File: src/hdl/masm_ram.sv
`default_nettype none

module masm_ram #(
    parameter int WIDTH = 32,
    parameter int DEPTH = 64,
    localparam int ADDR_W = (DEPTH > 1) ? $clog2(DEPTH) : 1
) (
    input  wire logic              clk,
    input  wire logic              we,
    input  wire logic [ADDR_W-1:0] waddr,
    input  wire logic [WIDTH-1:0]  wdata,
    input  wire logic              re,
    input  wire logic [ADDR_W-1:0] raddr,
    output logic      [WIDTH-1:0]  rdata
);

    logic [WIDTH-1:0] mem [DEPTH];
    logic [WIDTH-1:0] rdata_reg;

    always_ff @(posedge clk)
    begin
        if (we)
        begin
            mem[waddr] <= wdata;
        end
        if (re)
        begin
            rdata_reg <= mem[raddr];
        end
    end

    assign rdata = rdata_reg;

endmodule

`default_nettype wire

File: config.mk
export PLATFORM = sky130hd
export DESIGN_NAME = masm_ram
export DESIGN_NICKNAME = d
export VERILOG_FILES = /design/src/hdl/masm_ram.sv
export SDC_FILE = /design/constraint.sdc
export NUM_CORES = 2
export LEC_CHECK = 0
export BUFFER_PORTS_ARGS = -buffer_cell sky130_fd_sc_hd__buf_2
export CAP_MARGIN = 10
export CORE_MARGIN = 1.5
export CORE_UTILIZATION = 60
export DETAILED_ROUTE_END_ITERATION = 8
export PLACE_DENSITY = 0.81
export SLEW_MARGIN = 20
export SYNTH_ARGS = -nofsm -noshare
export SYNTH_HDL_FRONTEND = slang
export SYNTH_SLANG_ARGS = --single-unit
export TNS_END_PERCENT = 5
File: constraint.sdc
create_clock -name clk -period 3.6 [get_ports clk]
set_clock_uncertainty 0.1 [all_clocks]
set_input_delay 0 -clock clk [delete_from_list [all_inputs] [get_ports clk]]
set_output_delay 0 -clock clk [all_outputs]
set_load 0.05 [all_outputs]
Yosys cells after proc, flatten, opt, wreduce, memory -nomap -nowiden
Memories as Yosys holds them, arrays and structs flattened. A register that Yosys moved wholly into a read port is not among the register bits.
Index checks and enable logic that the tools add are counted.
- flip-flop bits (word level): 0
- bits in writable memories: 2048
- output and inout port bits: 32
- memories: 1
- multiplexer cells: 2
- memories (name ; depth ; width ; read ports ; clocked after memory_dff ; write ports ; line ; text):
    mem ; 64 ; 32 ; 1 ; 1 ; 1 ; 17 ; logic [WIDTH-1:0] mem [DEPTH];
- operators by type and width (operator ; number):
    1-bit two-way mux ; 2

Logic depth before layout (Yosys ltp)
- depth after elaboration: 2
- mapped depth: 10

Least setup slack after synthesis
No wires, ideal clock.
- path type: in2reg
- start point: in waddr[3]
- end point: mem mem[48][0] (enable)
- library setup time: 461 ps
- arrival time: 2699 ps
- required time: 3039 ps
- path slack: 340 ps
- stages: 4
- cell sequence: clkbuf_1 > nor2b_1 > nand4b_1 > nor3_1
- RTL lines (item ; line ; text):
    start, declared ; 10 ; input wire logic [ADDR_W-1:0] waddr,
    end, declared ; 17 ;
No word-level cell before the write port.

==> results.py <==
metrics = {
    "status": {
        "status": "completed",
    },
    "sta": {
        "period_share": 0.787,
        "fin_setup_tns_ns": 0,
        "rsz0062_at_grt": "no",
        "tightest_slew_ns": 1.17,
        "slew_viol_final": 0,
        "hold_viol": 0,
        "fin_crit_ns": 2.83,
        "slew_headroom": 0.219,
        "finalSetupViolCount": 0,
        "fmax_mhz": 353,
    },
    "power": {
        "swShare": 0.216,
        "p_clk_frac": 0.397,
        "p_seq_frac": 0.548,
        "vdd_drop_max_mv": 0.564,
        "cell_internal_pwr_mw": 38.6,
        "p_per_area_mw_per_mm2": 551,
        "p_sw_mw": 10.6,
        "p_leak_nw": 27.9,
        "total_power_mw": 49.2,
        "comb_power_share": 0.055,
    },
    "grt": {
        "first_global_vias": 40600,
        "antenna_found_initial": 22,
        "gr-total-overflow": 0,
        "grt_max_degree": 71,
        "grt_usage": 0.327,
        "grt_pass1_wl_mm": 301,
    },
    "setup_path": {
        "r2r-start": "mem[11][16]",
        "endpoint": "rdata[16]",
        "cp.required_ns": 4.03,
        "critPathCaptureType": "flop",
        "start_kind": "flop",
        "critPathLaunch": "mem[11][16]",
        "timing.reg2reg.worst_path_depth": 4,
        "crit_fanout": 1,
        "arrival_ns": 3.26,
        "reg2reg_slack_ns": 0.77,
        "path_class": "flop to flop",
        "r2r_end": "rdata[16]",
    },
    "clock_tree": {
        "cts_setup_buffers": 0,
        "cts_tree": "done",
        "cts_max_level": 4,
        "cts.path.max_buffers": 3,
        "clkTransAtPathRegs_ns": 0.07,
        "clk_latency_ns": 0.83,
        "cts_resized": 0,
        "root_buffer": "clkbuf_16",
        "clock-sinks": 2080,
        "cts-hold-fix-buffers": 47,
        "cts_buffers": 189,
    },
    "yosys": {
        "synth.most_common_cell": "edfxtp_1",
        "postSynthCellCount": 3324,
        "ys_seq_area_frac": 0.792,
        "synth_top_area_share": 0.792,
        "async_flop_share": 0,
        "ys_dominant_reg_cell": "edfxtp_1",
        "synth_area_leaders": "edfxtp_1, mux4_2, mux2i_1",
        "avgSynthCellArea_um2": 23.7,
        "yosys.area.top_type": "edfxtp_1",
        "synthDistinctLibCells": 33,
        "syn_nets": 3371,
        "synth_area_mm2": 0.0788,
        "ys.warnings.count": 0,
        "ys_ff_latch": 2080,
        "synthTopCellsByCount": "edfxtp_1, mux4_2, nor2_1",
        "synth_edf_count": 2080,
    },
    "detailed_routing": {
        "detail_route.first_pass.iterations": 6,
        "vias": 39800,
        "viasPerCell": 7.19,
        "wire_per_inst_um": 38.8,
        "drc": 0,
        "first_iter_violations": 6870,
        "routed_wirelength_mm": 215,
        "ant_nets": 0,
    },
    "min_path": {
        "hold_path_class": "primary input to flop",
    },
    "floorplan": {
        "rows": 132,
        "io_pins": 79,
        "die_w_um": 365,
        "start_util": 0.607,
        "die_height_um": 365,
        "dieArea_mm2": 0.134,
        "coreArea_mm2": 0.130,
    },
    "placement": {
        "place_congestion": 0.833,
        "io_buffers": 78,
        "hpwl_mm": 113,
    },
    "job": {
        "drv_cap": 0,
    },
    "final_layout": {
        "drive_gt1_frac": 0.298,
        "area_delta_synth_final_pct": 13.4,
        "largest_reg_flops": 2048,
        "final_nets": 3697,
    },
}
## critical path, stage by stage (launching register included)
cell	delay (ns)
edfxtp_1	0.43
mux4_2	0.52
mux4_2	0.53
o22ai_1	0.82
nor2_1	0.13
## layer usage
layer | vias to the layer above | track usage | wire, um
met5 | - | 0 | 121
met4 | 16 | 0.140 | 10400
met3 | 737 | 0.102 | 30600
met2 | 3601 | 0.523 | 105000
met1 | 20600 | 0.419 | 69000
li1 | 14900 | - | -
## worst min-delay path by stage
| stage | start | endpoint | slack, ns | depth (start not counted) |
|---|---|---|---|---|
| 4_1_cts | waddr[3] | mem[50][18] | 0.05 | 4 |
| 3_3_place_gp | re | rdata[29] | 0.41 | 1 |
| 2_1_floorplan | wdata[0] | mem[0][0] | -0.001 | 0 |
| 3_5_place_dp | re | rdata[29] | 0.40 | 1 |
| 6_report | wdata[20] | mem[45][20] | 0.11 | 2 |
| 5_1_grt | wdata[20] | mem[45][20] | 0.1 | 2 |
## kinds of logic after synthesis
family | Yosys count | share of synthesized area
AOI/OAI and AO/OA | 202 | 0.0167
buffers and inverters | 182 | 0.0112
DFF | 2080 | 0.792
muxes | 637 | 0.167
and+or+nand+nor | 223 | 0.0126
## cell type report
type / instances / area, um^2
Clock buffer: 230 / 4950
Multi-Input combinational cell: 1062 / 16000
Timing Repair Buffer: 317 / 2910
Sequential cell: 2080 / 62500
Clock inverter: 105 / 937
Antenna cell: 2 / 5.00
Fill cell: 7227 / 40600
Tap cell: 1742 / 2180
## per-stage QoR
step,area [um^2],worst slack [ns],hold slack (ns),instances,util
floorplan,78800,0.340,-0.00113,3324,-
global placement,82900,0.276,0.407,5151,0.638
detailed placement,82900,0.252,0.399,5151,0.638
CTS,89300,0.863,0.0463,5533,0.687
global route,89400,0.818,0.0997,5537,0.688
finish,89400,0.767,0.109,5538,0.688
## power by group through the flow
stage               Clock, mW  Sequential (mW)  Combinational [mW]
floorplan                   0             27.5                1.30
finish                   19.6             27.0                2.71
global route             20.5             27.0                2.79
global placement            0             27.5                2.45
CTS                      19.6             27.0                2.64
detailed placement          0             27.5                2.53
## cells in the final DEF, fill, tap and decap left out, types with 49 or more instances in the layout
| cell type | n |
|---|---|
| mux2i_1 | 93 |
| clkbuf_16 | 192 |
| nor2_1 | 75 |
| o22ai_1 | 84 |
| a21oi_1 | 62 |
| mux4_2 | 544 |
| buf_2 | 49 |
| nor2_4 | 62 |
| buf_4 | 178 |
| edfxtp_1 | 2080 |
Power figures use the tool's default switching activity.
